$ cat src/rtl/pva_pkg.sv
// Shared widths, request and action codes, and the beat types of the voice allocator.
package pva_pkg;

	localparam int REQ_W   = 2;
	localparam int NOTE_W  = 7;
	localparam int VOICE_W = 3;
	localparam int AGE_W   = 32;

	localparam logic [REQ_W-1:0] REQ_ON  = 2'd0;
	localparam logic [REQ_W-1:0] REQ_OFF = 2'd1;
	localparam logic [REQ_W-1:0] REQ_ALL = 2'd2;

	localparam logic ACT_START   = 1'b0;
	localparam logic ACT_RELEASE = 1'b1;

	// Token that walks down the row of voice cells, one cell per cycle while the row advances.
	typedef struct packed {
		logic              valid;
		logic [REQ_W-1:0]  req;
		logic [NOTE_W-1:0] note;
		logic              found;
		logic [AGE_W-1:0]  best_age;
		logic [NOTE_W-1:0] best_note;
	} tok_t;

	// Start write broadcast to the row; the target index travels beside it.
	typedef struct packed {
		logic              valid;
		logic [NOTE_W-1:0] note;
		logic [AGE_W-1:0]  age;
	} wr_t;

	typedef struct packed {
		logic               action;
		logic [VOICE_W-1:0] voice;
		logic [NOTE_W-1:0]  note;
		logic               last;
	} res_t;

endpackage

$ cat src/rtl/pva_req_if.sv
// Request channel: note event beats into the allocator.
interface pva_req_if;
	import pva_pkg::*;

	logic              valid;
	logic              ready;
	logic [REQ_W-1:0]  req_type;
	logic [NOTE_W-1:0] note;

	modport source(output valid, output req_type, output note, input ready);
	modport sink(input valid, input req_type, input note, output ready);
endinterface

$ cat src/rtl/pva_res_if.sv
// Result channel: voice start and release beats out of the allocator.
interface pva_res_if;
	import pva_pkg::*;

	logic               valid;
	logic               ready;
	logic               action;
	logic [VOICE_W-1:0] voice;
	logic [NOTE_W-1:0]  note_res;
	logic               last;

	modport source(output valid, output action, output voice, output note_res, output last,
		input ready);
	modport sink(input valid, input action, input voice, input note_res, input last,
		output ready);
endinterface

$ cat src/rtl/polyphonic_voice_allocator_unit.sv
// Top level: voice allocator with oldest-voice stealing, built as a row of voice cells.
// Usage:
//   req (sink): one beat per note event: req_type 0 note on, 1 note off, 2 all off;
//     req_type 3 is accepted and dropped.
//   res (source): start and release beats, last set on the final beat of an event.
//   A request launches a token into cell 0; it advances one cell per cycle while res is
//   not stalled, each matching cell reporting a release as the token passes. Note on
//   needs the whole row before the voice is known; a steal adds a separate start beat
//   after the release of the stolen voice. Note off and all off emit releases in voice
//   order as the token passes, the last beat registered when the token leaves the row.
//   One event is in flight at a time, its pace set by the walk of the token through
//   the row. A new request is taken as soon as the previous one has handed off its
//   final beat to the output register.
//   Reset frees every voice, clears notes, age stamps and the age clock.
//   When res is stalled the whole row holds; nothing is dropped.
module polyphonic_voice_allocator_unit #(
	parameter int VOICES = 8
) (
	input  logic   clk,
	input  logic   arst_n,
	pva_req_if.sink   req,
	pva_res_if.source res
);
	import pva_pkg::*;

	localparam int VW = $clog2(VOICES);

	localparam logic [1:0] ST_IDLE  = 2'd0;
	localparam logic [1:0] ST_SCAN  = 2'd1;
	localparam logic [1:0] ST_FLUSH = 2'd2;

	logic [1:0] st_q;
	logic [1:0] st_nxt;

	tok_t          tok   [VOICES+1];
	logic [VW-1:0] fidx  [VOICES+1];
	logic [VW-1:0] bidx  [VOICES+1];
	logic [VW-1:0] evv   [VOICES];
	logic [NOTE_W-1:0] evn [VOICES];
	logic [VOICES-1:0] ev_vld;

	tok_t          inj_q;
	wr_t           wr;
	logic [VW-1:0] wr_idx;
	logic [AGE_W-1:0] age_q;

	res_t out_q, out_nxt, pend_q, pend_nxt;
	logic out_vld_q, pend_vld_q;
	logic ld_out, ld_pend, clr_pend, wr_go;

	logic              adv, acc, ex, ev_any;
	logic [VW-1:0]     ev_voice;
	logic [NOTE_W-1:0] ev_note;
	tok_t              tok_x;
	logic [VW-1:0]     chosen;

	// the row advances unless a finished beat is waiting on a stalled receiver
	assign adv       = !out_vld_q || res.ready;
	assign req.ready = (st_q == ST_IDLE);
	assign acc       = req.valid && req.ready;

	assign tok[0]  = inj_q;
	assign fidx[0] = '0;
	assign bidx[0] = '0;

	for (genvar k = 0; k < VOICES; k++) begin : g_cell
		pva_cell #(.VOICES(VOICES), .IDX(k)) u_cell (
			.clk     (clk),
			.arst_n  (arst_n),
			.adv     (adv),
			.tok_i   (tok[k]),
			.free_i  (fidx[k]),
			.best_i  (bidx[k]),
			.wr      (wr),
			.wr_idx  (wr_idx),
			.tok_o   (tok[k+1]),
			.free_o  (fidx[k+1]),
			.best_o  (bidx[k+1]),
			.ev_vld  (ev_vld[k]),
			.ev_voice(evv[k]),
			.ev_note (evn[k])
		);
	end

	// at most one cell holds the token, so the cell outputs combine by OR
	always_comb begin
		ev_voice = '0;
		ev_note  = '0;
		for (int k = 0; k < VOICES; k++) begin
			ev_voice = ev_voice | evv[k];
			ev_note  = ev_note | evn[k];
		end
	end
	assign ev_any = |ev_vld;

	assign tok_x  = tok[VOICES];
	assign ex     = tok_x.valid;
	assign chosen = tok_x.found ? fidx[VOICES] : bidx[VOICES];

	assign wr.valid = wr_go;
	assign wr.note  = tok_x.note;
	assign wr.age   = age_q + AGE_W'(1);
	assign wr_idx   = chosen;

	always_comb begin
		st_nxt   = st_q;
		ld_out   = 1'b0;
		ld_pend  = 1'b0;
		clr_pend = 1'b0;
		wr_go    = 1'b0;
		out_nxt  = '0;
		pend_nxt = '0;
		if (adv) begin
			priority if (ev_any) begin
				// hold each release until the next one shows whether it is the final beat
				if (pend_vld_q) begin
					ld_out       = 1'b1;
					out_nxt      = pend_q;
					out_nxt.last = 1'b0;
				end
				ld_pend  = 1'b1;
				pend_nxt = '{action: ACT_RELEASE, voice: VOICE_W'(ev_voice),
					note: ev_note, last: 1'b0};
			end else if (ex) begin
				st_nxt = ST_IDLE;
				if (tok_x.req == REQ_ON) begin
					wr_go  = 1'b1;
					ld_out = 1'b1;
					if (tok_x.found) begin
						out_nxt = '{action: ACT_START, voice: VOICE_W'(chosen),
							note: tok_x.note, last: 1'b1};
					end else begin
						out_nxt  = '{action: ACT_RELEASE, voice: VOICE_W'(chosen),
							note: tok_x.best_note, last: 1'b0};
						ld_pend  = 1'b1;
						pend_nxt = '{action: ACT_START, voice: VOICE_W'(chosen),
							note: tok_x.note, last: 1'b1};
						st_nxt   = ST_FLUSH;
					end
				end else if (pend_vld_q) begin
					ld_out       = 1'b1;
					out_nxt      = pend_q;
					out_nxt.last = 1'b1;
					clr_pend     = 1'b1;
				end
			end else if (st_q == ST_FLUSH) begin
				ld_out       = 1'b1;
				out_nxt      = pend_q;
				out_nxt.last = 1'b1;
				clr_pend     = 1'b1;
				st_nxt       = ST_IDLE;
			end else begin
				// hold: no token reports and nothing is left to flush
			end
		end
	end

	always_ff @(posedge clk or negedge arst_n) begin
		if (!arst_n) begin
			st_q       <= ST_IDLE;
			inj_q      <= '0;
			out_vld_q  <= 1'b0;
			pend_vld_q <= 1'b0;
			age_q      <= '0;
		end else begin
			if (acc) begin
				if (req.req_type == REQ_ON || req.req_type == REQ_OFF ||
						req.req_type == REQ_ALL) begin
					inj_q.valid     <= 1'b1;
					inj_q.req       <= req.req_type;
					inj_q.note      <= req.note;
					inj_q.found     <= 1'b0;
					inj_q.best_age  <= '1;
					inj_q.best_note <= '0;
					st_q            <= ST_SCAN;
				end
			end else begin
				if (adv) begin
					inj_q.valid <= 1'b0;
				end
				st_q <= st_nxt;
			end
			if (ld_out) begin
				out_vld_q <= 1'b1;
			end else if (res.ready) begin
				out_vld_q <= 1'b0;
			end
			if (ld_pend) begin
				pend_vld_q <= 1'b1;
			end else if (clr_pend) begin
				pend_vld_q <= 1'b0;
			end
			if (wr_go) begin
				age_q <= age_q + AGE_W'(1);
			end
		end
	end

	always_ff @(posedge clk) begin
		if (ld_out) begin
			out_q <= out_nxt;
		end
		if (ld_pend) begin
			pend_q <= pend_nxt;
		end
	end

	assign res.valid    = out_vld_q;
	assign res.action   = out_q.action;
	assign res.voice    = out_q.voice;
	assign res.note_res = out_q.note;
	assign res.last     = out_q.last;

`ifndef NO_ASSERTIONS
	a_one_event: assert property (@(posedge clk) disable iff (!arst_n)
		$onehot0(ev_vld))
		else $error("more than one voice cell reports at once");

	a_exit_no_event: assert property (@(posedge clk) disable iff (!arst_n)
		!(ex && ev_any))
		else $error("token leaves the row while a cell still reports");

	a_idle_no_pend: assert property (@(posedge clk) disable iff (!arst_n)
		req.ready |-> !pend_vld_q)
		else $error("request taken while a result is still pending");

	a_flush_pend: assert property (@(posedge clk) disable iff (!arst_n)
		(st_q == ST_FLUSH) |-> pend_vld_q)
		else $error("flush state without a pending start beat");

	a_start_advances_clock: assert property (@(posedge clk) disable iff (!arst_n)
		wr_go |=> (age_q == $past(age_q) + AGE_W'(1)))
		else $error("age clock did not advance on a voice start");
`endif

endmodule

$ cat src/rtl/pva_cell.sv
// One voice cell: holds busy, note and age stamp, and processes the passing token.
module pva_cell #(
	parameter int VOICES = 8,
	parameter int IDX    = 0
) (
	input  logic                       clk,
	input  logic                       arst_n,
	input  logic                       adv,
	input  pva_pkg::tok_t              tok_i,
	input  logic [$clog2(VOICES)-1:0]  free_i,
	input  logic [$clog2(VOICES)-1:0]  best_i,
	input  pva_pkg::wr_t               wr,
	input  logic [$clog2(VOICES)-1:0]  wr_idx,
	output pva_pkg::tok_t              tok_o,
	output logic [$clog2(VOICES)-1:0]  free_o,
	output logic [$clog2(VOICES)-1:0]  best_o,
	output logic                       ev_vld,
	output logic [$clog2(VOICES)-1:0]  ev_voice,
	output logic [pva_pkg::NOTE_W-1:0] ev_note
);
	import pva_pkg::*;

	localparam int VW = $clog2(VOICES);
	localparam logic [VW-1:0] MY_IDX = VW'(IDX);

	logic              busy_q;
	logic [NOTE_W-1:0] note_q;
	logic [AGE_W-1:0]  age_q;

	tok_t          tok_nxt;
	logic [VW-1:0] free_nxt;
	logic [VW-1:0] best_nxt;
	logic          hit;

	always_comb begin
		tok_nxt  = tok_i;
		free_nxt = free_i;
		best_nxt = best_i;
		hit      = 1'b0;
		if (tok_i.valid) begin
			unique case (tok_i.req)
				REQ_ON: begin
					// first free voice wins; before it, track the oldest busy one
					// (cell 0, when busy, always seeds the candidate so its note travels along)
					if (!tok_i.found) begin
						if (!busy_q) begin
							tok_nxt.found = 1'b1;
							free_nxt      = MY_IDX;
						end else if (age_q < tok_i.best_age || IDX == 0) begin
							tok_nxt.best_age  = age_q;
							tok_nxt.best_note = note_q;
							best_nxt          = MY_IDX;
						end
					end
				end
				REQ_OFF: hit = busy_q && (note_q == tok_i.note);
				REQ_ALL: hit = 1'b1;
				default: ;
			endcase
		end
	end

	assign ev_vld   = hit;
	assign ev_voice = hit ? MY_IDX : '0;
	assign ev_note  = (hit && busy_q) ? note_q : '0;

	always_ff @(posedge clk or negedge arst_n) begin
		if (!arst_n) begin
			tok_o  <= '0;
			free_o <= '0;
			best_o <= '0;
		end else if (adv) begin
			tok_o  <= tok_nxt;
			free_o <= free_nxt;
			best_o <= best_nxt;
		end
	end

	always_ff @(posedge clk or negedge arst_n) begin
		if (!arst_n) begin
			busy_q <= 1'b0;
			note_q <= '0;
			age_q  <= '0;
		end else if (adv && hit) begin
			busy_q <= 1'b0;
			note_q <= '0;
		end else if (wr.valid && (wr_idx == MY_IDX)) begin
			busy_q <= 1'b1;
			note_q <= wr.note;
			age_q  <= wr.age;
		end
	end

endmodule
$ cat src/flat_wrapper.sv
// flat-port wrapper written by rule: the top's interface ports become plain ports
module polyphonic_voice_allocator_unit_flat import pva_pkg::*;
#(
	parameter int VOICES = 8
)
  (clk, arst_n, req_valid, req_req_type, req_note, req_ready, res_valid, res_action, res_voice, res_note_res, res_last, res_ready);
  pva_req_if req_i ();
  pva_res_if res_i ();
  input  logic clk;
  input  logic arst_n;
  input wire logic [$bits(req_i.valid)-1:0] req_valid;
  input wire logic [$bits(req_i.req_type)-1:0] req_req_type;
  input wire logic [$bits(req_i.note)-1:0] req_note;
  output wire logic [$bits(req_i.ready)-1:0] req_ready;
  output wire logic [$bits(res_i.valid)-1:0] res_valid;
  output wire logic [$bits(res_i.action)-1:0] res_action;
  output wire logic [$bits(res_i.voice)-1:0] res_voice;
  output wire logic [$bits(res_i.note_res)-1:0] res_note_res;
  output wire logic [$bits(res_i.last)-1:0] res_last;
  input wire logic [$bits(res_i.ready)-1:0] res_ready;
  assign req_i.valid = req_valid;
  assign req_i.req_type = req_req_type;
  assign req_i.note = req_note;
  assign req_ready = req_i.ready;
  assign res_valid = res_i.valid;
  assign res_action = res_i.action;
  assign res_voice = res_i.voice;
  assign res_note_res = res_i.note_res;
  assign res_last = res_i.last;
  assign res_i.ready = res_ready;
  polyphonic_voice_allocator_unit #(.VOICES(VOICES)) u_core (.clk(clk), .arst_n(arst_n), .req(req_i), .res(res_i));
endmodule
$ cat config.mk
export PLATFORM = sky130hd
export DESIGN_NAME = polyphonic_voice_allocator_unit_flat
export DESIGN_NICKNAME = d
export VERILOG_FILES = /design/src/rtl/pva_pkg.sv /design/src/rtl/pva_req_if.sv /design/src/rtl/pva_res_if.sv /design/src/rtl/polyphonic_voice_allocator_unit.sv /design/src/rtl/pva_cell.sv /design/src/flat_wrapper.sv
export SDC_FILE = /design/constraint.sdc
export NUM_CORES = 2
export LEC_CHECK = 0
export ABC_AREA = 1
export BUFFER_PORTS_ARGS = -buffer_cell sky130_fd_sc_hd__buf_2
export CAP_MARGIN = 20
export CELL_PAD_IN_SITES_DETAIL_PLACEMENT = 1
export CELL_PAD_IN_SITES_GLOBAL_PLACEMENT = 2
export CORE_ASPECT_RATIO = 1.2
export CORE_MARGIN = 2
export CORE_UTILIZATION = 30
export DETAILED_ROUTE_END_ITERATION = 16
export PLACE_DENSITY_LB_ADDON = 0.1
export SLEW_MARGIN = 20
export SYNTH_ARGS = -nofsm -noshare
export SYNTH_HDL_FRONTEND = slang
export SYNTH_SLANG_ARGS = --single-unit
$ cat constraint.sdc
create_clock -name clk -period 4.2 [get_ports clk]
set_input_delay 0.63 -clock clk [delete_from_list [all_inputs] [get_ports clk]]
set_output_delay 0.63 -clock clk [all_outputs]
set_load 0.01 [all_outputs]
Word-level counts from Yosys, hierarchy flattened

Index checks and enable logic that the tools add are counted.

Add/subtract/negate cells: 1
Bitwise operators: 21
Muxes and demuxes: 218
$lt $le $gt $ge: 7
Reduce and logical (&&, ||, !) cells: 73
Eq/ne operators: 36

Operator list:

| operator                                                               | number |
|---|---|
| 40-bit 2-to-1 mux                                                      | 23 |
| 39-bit 2-to-1 mux                                                      | 15 |
| 32-bit < comparator                                                    | 7 |
| 3-bit 2-to-1 mux                                                       | 61 |
| 7-bit 2-to-1 mux                                                       | 24 |
| 12-bit 2-to-1 mux                                                      | 10 |
| 1-bit 2-to-1 mux                                                       | 65 |
| 7-bit equality test                                                    | 8 |
| 50-bit 2-to-1 mux                                                      | 1 |
| 7-bit OR                                                               | 7 |
| 1-bit logical AND                                                      | 33 |
| 32-bit by 1-bit adder with 32-bit output (second input constant)       | 1 |
| 2-bit zero test                                                        | 11 |
| 2-bit nonzero test                                                     | 11 |
| 2-bit equality test (second input constant)                            | 10 |
| 2-bit 2-to-1 mux                                                       | 10 |
| 2-bit AND reduction                                                    | 10 |
| 2-bit by 1-bit equality test with 1-bit output (second input constant) | 9 |
| 1-bit one-hot mux with 2 select lines                                  | 8 |
| 3-bit equality test (second input constant)                            | 4 |
| 3-bit OR                                                               | 4 |
| 11-bit 2-to-1 mux                                                      | 1 |
| 1-bit inverter                                                         | 8 |
| 8-bit OR reduction                                                     | 1 |
| other kinds (11)                                                       | 14 |

Output and inout bits: 14
Bits of input ports: 13
Word-level logic and storage cells: 456
Flip-flop bits (word level): 800

Longest topological paths before layout

Depth in word-level cells: 14
Depth in mapped cells: 18

Cells and area by module

A second synthesis with hierarchy kept.

Cells, all modules: 6,145
Area, all modules: 47,086.4 um^2

Modules (own cells, without submodules):

| module                                 | area each (um^2) | cells an instance | times used |
|---|---|---|---|
| pva_cell (u_core.g_cell[5].u_cell ...) | 5,492.8          | 721               | 2 |
| pva_cell (u_core.g_cell[1].u_cell ...) | 5,480.3          | 722               | 2 |
| pva_cell (u_core.g_cell[3].u_cell)     | 5,487.8          | 723               | 1 |
| pva_cell (u_core.g_cell[4].u_cell)     | 5,476.5          | 721               | 1 |
| pva_cell (u_core.g_cell[7].u_cell)     | 5,445.2          | 715               | 1 |
| pva_cell (u_core.g_cell[0].u_cell)     | 4,403.0          | 514               | 1 |
| polyphonic_voice_allocator_unit        | 4,327.9          | 586               | 1 |

Worst setup path after synthesis

Ideal clock, no wire load.

Path type: reg-to-reg
From: register u_core.g_cell[6].u_cell.tok_o[48] (netlist bit)
To: register u_core.out_q (netlist bit u_core.res.action), enable pin
Cell stages (with the launch flop): 16
Buffers on the path: 0
Path slack: 1,718 ps
Clock period less this slack: 2,482 ps
Data required time: 3,820 ps
Data arrival time: 2,101 ps
Cell sequence: dfrtp_1 -> inv_1 -> ha_1 -> nand2_1 -> a21oi_1 -> nand2_1 -> nor2_1 -> nand2_1 -> nand2_1 -> nand3_1 -> nand2_1 -> nor2_4 -> nand2_4 -> nor2_1 -> a21oi_1 -> nor2_1

Cells in the longest elaborated chain, start to end: 6
Elaborated cells between the ends (all ways): 7

RTL lines:

| item                                                                                         | RTL line                               | RTL |
|---|---|---|
| start, declared                                                                              | pva_cell.sv:14                         | `output pva_pkg::tok_t tok_o,` |
| start signal, assigned                                                                       | pva_cell.sv:73                         | `tok_o <= tok_nxt;` |
| 2-bit equality test / 2-bit by 1-bit equality test with 1-bit output (equally long branches) | pva_cell.sv:41                         | `unique case (tok_i.req)` |
| 1-bit one-hot mux with 2 select lines *                                                      | pva_cell.sv:41                         |  |
| 1-bit 2-to-1 mux *                                                                           | pva_cell.sv:40                         | `if (tok_i.valid) begin` |
| 8-bit OR reduction *                                                                         | polyphonic_voice_allocator_unit.sv:94  | `assign ev_any = \|ev_vld;` |
| 1-bit 2-to-1 mux *                                                                           | polyphonic_voice_allocator_unit.sv:114 | `priority if (ev_any) begin` |
| 1-bit 2-to-1 mux *                                                                           | polyphonic_voice_allocator_unit.sv:113 | `if (adv) begin` |
| named net u_core.ld_out                                                                      | polyphonic_voice_allocator_unit.sv:49  | `logic ld_out, ld_pend, clr_pend, wr_go;` |
| end signal, assigned                                                                         | polyphonic_voice_allocator_unit.sv:201 | `out_q <= out_nxt;` |
| end, declared                                                                                | polyphonic_voice_allocator_unit.sv:47  | `res_t out_q, out_nxt, pend_q, pend_nxt;` |

The timed path passes the listed nets; every way through them passes the cells marked *.
A chain may end at the register's enable or synchronous reset.

Worst setup path in the final report

From: register u_core.g_cell[3].u_cell.tok_o[48] (netlist bit)
To: register u_core.g_cell[5].u_cell.age_q[1]

Cells in the longest elaborated chain, start to end: 8
Elaborated cells between the ends (all ways): 9

RTL lines:

| item                                                                                         | RTL line                               | RTL |
|---|---|---|
| start, declared                                                                              | pva_cell.sv:14                         |  |
| start signal, assigned                                                                       | pva_cell.sv:73                         |  |
| 2-bit equality test / 2-bit by 1-bit equality test with 1-bit output (equally long branches) | pva_cell.sv:41                         |  |
| 1-bit one-hot mux with 2 select lines *                                                      | pva_cell.sv:41                         |  |
| 1-bit 2-to-1 mux *                                                                           | pva_cell.sv:40                         |  |
| 8-bit OR reduction *                                                                         | polyphonic_voice_allocator_unit.sv:94  |  |
| 1-bit 2-to-1 mux *                                                                           | polyphonic_voice_allocator_unit.sv:114 |  |
| 1-bit 2-to-1 mux *                                                                           | polyphonic_voice_allocator_unit.sv:113 |  |
| 1-bit logical AND *                                                                          | pva_cell.sv:87                         | `end else if (wr.valid && (wr_idx == MY_IDX)) begin` |
| 2-bit AND reduction (no line) *                                                              | -                                      |  |
| end signal, assigned                                                                         | pva_cell.sv:90                         | `age_q <= wr.age;` |
| end, declared                                                                                | pva_cell.sv:28                         | `logic [AGE_W-1:0] age_q;` |

Mark *: on every way between the ends. The rest lies on a longest branch, timed or not.

==> results.py <==
metrics = {
    "routing": {
        "ant_nets": 0,
        "wirelength_mm": 149,
        "drc": 0,
        "vias": 34300,
        "wl_per_cell_um": 21.1,
        "vias_per_cell": 4.87,
        "drtIter0Drc": 1723,
        "drtPass1Iterations": 4,
    },
    "setup_path": {
        "rrSetupSlack_ns": 0.77,
        "crit_slowest_cell": "nand3_2",
        "path_max_fanout": 28,
        "crit_arrival_ns": 3.99,
        "r2r_cells": 17,
        "reg2reg_to": "u_core.g_cell[5].u_cell.age_q[1]",
        "critPathLaunchType": "flip-flop",
        "critPathMaxStageDelay_ns": 0.62,
        "crit_chain": "inv_1, ha_1, nand2_1, a21oi_1, nand2_1, nor2_1, nand2_1, nand2_1, nand3_1, nand2_1, nor2_4, nand2_4, nor2_8, nand3_2, buf_12, nand2_1, o21ai_1",
        "required_ns": 4.76,
        "cp-endpoint": "u_core.g_cell[5].u_cell.age_q[1]",
        "cpLargestDelayFamily": "simple AND/OR/NAND/NOR gates",
        "crit_cells": 17,
        "cp-startpoint": "u_core.g_cell[3].u_cell.tok_o[48]",
        "critPathKind": "flip-flop to flip-flop",
        "crit_top_cell": "nand2_1",
        "r2r-start": "u_core.g_cell[3].u_cell.tok_o[48]",
        "timing.critical_path.buf_inv": 2,
        "cp-end-kind": "flip-flop",
    },
    "yosys": {
        "yosysSeqAreaShare_pct": 47.5,
        "synth_nets": 5439,
        "syn_area_per_cell_sq_um": 8.10,
        "netlist_instances": 5184,
        "ys_types": 55,
        "synth_edf_count": 23,
        "ys.warnings.count": 0,
        "ys.flop_type": "dfrtp_1",
        "async_flop_share_pct": 97.1,
        "netlist_area_sq_mm": 0.0420,
        "synth_seq_cells": 792,
    },
    "final_layout": {
        "nNetsFinal": 5396,
        "final_cell_mix": "nand2_1, dfrtp_1, inv_1",
        "final_common_cell": "nand2_1",
        "areaGrowthSynthToFinish_pct": 12.6,
        "diodes": 0,
        "drive_above_1_share_pct": 6.34,
    },
    "timing": {
        "holdWs_ns": 0.153,
        "maxSlewViolCount": 0,
        "period_share_pct": 81.7,
        "setup_ws_ns": 0.769,
        "slew_headroom_pct": 33.3,
        "rsz0062_at_grt": "no",
        "hold_viol": 0,
        "worst_pin_slew_ns": 1.00,
        "finClkSkew_ns": 0.0313,
        "min_period_ns": 3.43,
        "fmax_mhz": 291,
        "setup_viol_count_final": 0,
        "setup_tns_ns": 0,
    },
    "run_status": {
        "outcome": "complete, no violations",
    },
    "power_and_ir_drop": {
        "peakVddDrop_mv": 0.361,
        "powerDensity_mw_per_mm2": 618,
        "total_power_uw": 29200,
        "leakagePower_uw": 0.0237,
    },
    "placed_design": {
        "dp_slack_ns": 0.721,
        "io_buffer_count": 26,
        "place_hpwl_mm": 106,
        "place.gp.congestion": 0.788,
    },
    "clock_network": {
        "root_buffer": "clkbuf_16",
        "cts_setup_buffers": 0,
        "cts_buffer_depth": 3,
        "clk-insertion-delay-late_ns": 0.71,
        "cts-htree-levels": 3,
        "clock-sinks": 792,
        "tritoncts": "done",
        "clk_pin_slew_ns": 0.06,
        "numCtsBuffers": 97,
    },
    "floorplanning": {
        "initial_core_util_pct": 30.2,
        "dieArea_sq_mm": 0.143,
        "fp-row-count": 150,
        "dieHeight_um": 414,
        "design.portCount": 27,
        "die_w_um": 346,
        "core-area_sq_mm": 0.139,
    },
    "grt": {
        "grtUsageTotal_pct": 21.0,
        "grt.overflow.total": 0,
        "grt_pass1_vias": 36300,
        "grt_max_degree": 118,
        "antenna_found_initial": 1,
        "grt_pass1_wl_mm": 231,
    },
    "min_path": {
        "hp-class": "input port to flip-flop",
        "hold_path_startpoint": "req_note[5]",
    },
    "flow_run": {
        "max_cap_violations": 0,
    },
}
-- flip-flops by register name (all words and copies together) (netlist names), 8 cells and up --
signal and flops:
u_core.inj_q 11, u_core.g_cell.u_cell.free_o 17, u_core.g_cell.u_cell.age_q 256, u_core.g_cell.u_cell.tok_o 368, u_core.pend_q 11, u_core.g_cell.u_cell.note_q 56
u_core.g_cell.u_cell.best_o 17, u_core.age_q 32, u_core.g_cell.u_cell.busy_q 8
-- power by group --
part	switching (uW)	total [uW]	internal (uW)
clock network	3540	8800	5260
registers	1860	11700	9880
logic	5970	8710	2740
-- Yosys cell counts (34+ instances only) --
master    number  area (sq um)
nand2_1     1598          6000
dfrtp_1      769         19200
inv_1        597          2240
nand3_1      522          2610
o21ai_1      259          1300
ha_1         242          3030
clkbuf_1     177           664
nor2_1       166           623
nand3b_1     164          1230
o21ai_0      163           816
a21oi_1      131           656
buf_6         49           552
o22ai_1       46           288
nand4_1       36           225
nor3_1        34           170
-- worst min-delay path by stage --
stage                                         to  slack [ns]  depth (start not counted)
6_report                        u_core.inj_q[45]        0.15                          2
5_1_grt                         u_core.inj_q[45]        0.13                          2
4_1_cts                         u_core.inj_q[42]        0.09                          2
3_5_place_dp    u_core.g_cell[4].u_cell.tok_o[0]        0.47                          2
3_3_place_gp   u_core.g_cell[6].u_cell.tok_o[16]        0.46                          2
2_1_floorplan                    u_core.age_q[0]        0.33                          0
-- timing repair --
item / CTS / global route
hold buffers: 1 / 0
endpoints found under the hold margin: 23 / 0
gates resized for setup: 0 / 0
-- cell type report --
type / count / area [sq um]
sequential: 792 / 19900
fill: 16400 / 91800
tap: 1824 / 2280
inverter: 604 / 2270
multi-input combinational: 3534 / 18500
clock buffer: 150 / 2970
timing repair buffer: 112 / 1030
clock inverter: 25 / 318
-- metrics by stage --
stage	instances	util, %	cell area (sq um)
2_1_floorplan	5184	-	42000
3_3_place_gp	6865	31.6	44000
3_5_place_dp	6865	31.6	44000
4_1_cts	7041	34.0	47300
5_1_grt	7041	34.0	47300
6_report	7041	34.0	47300
-- layer usage --
layer	share of wire (%)	GRT usage (%)	up-vias
met3	2.0	1.99	138
met2	52	38.7	290
met1	44	26.3	17100
met5	0	0	-
met4	2.1	5.51	0
li1	-	-	16700
-- kinds of logic after synthesis --
family                     after synthesis  share of synthesized area, %
buffers and inverters                  858                          8.66
muxes                                    4                         0.107
AOI/OAI and AO/OA                      685                          8.88
xor gates and xnor gates                38                         0.792
DFF                                    792                          47.5
and+or+nand+nor                       2565                          26.9
adders and majority gates              242                          7.21
Note: power is estimated with default switching activity, not from simulation.
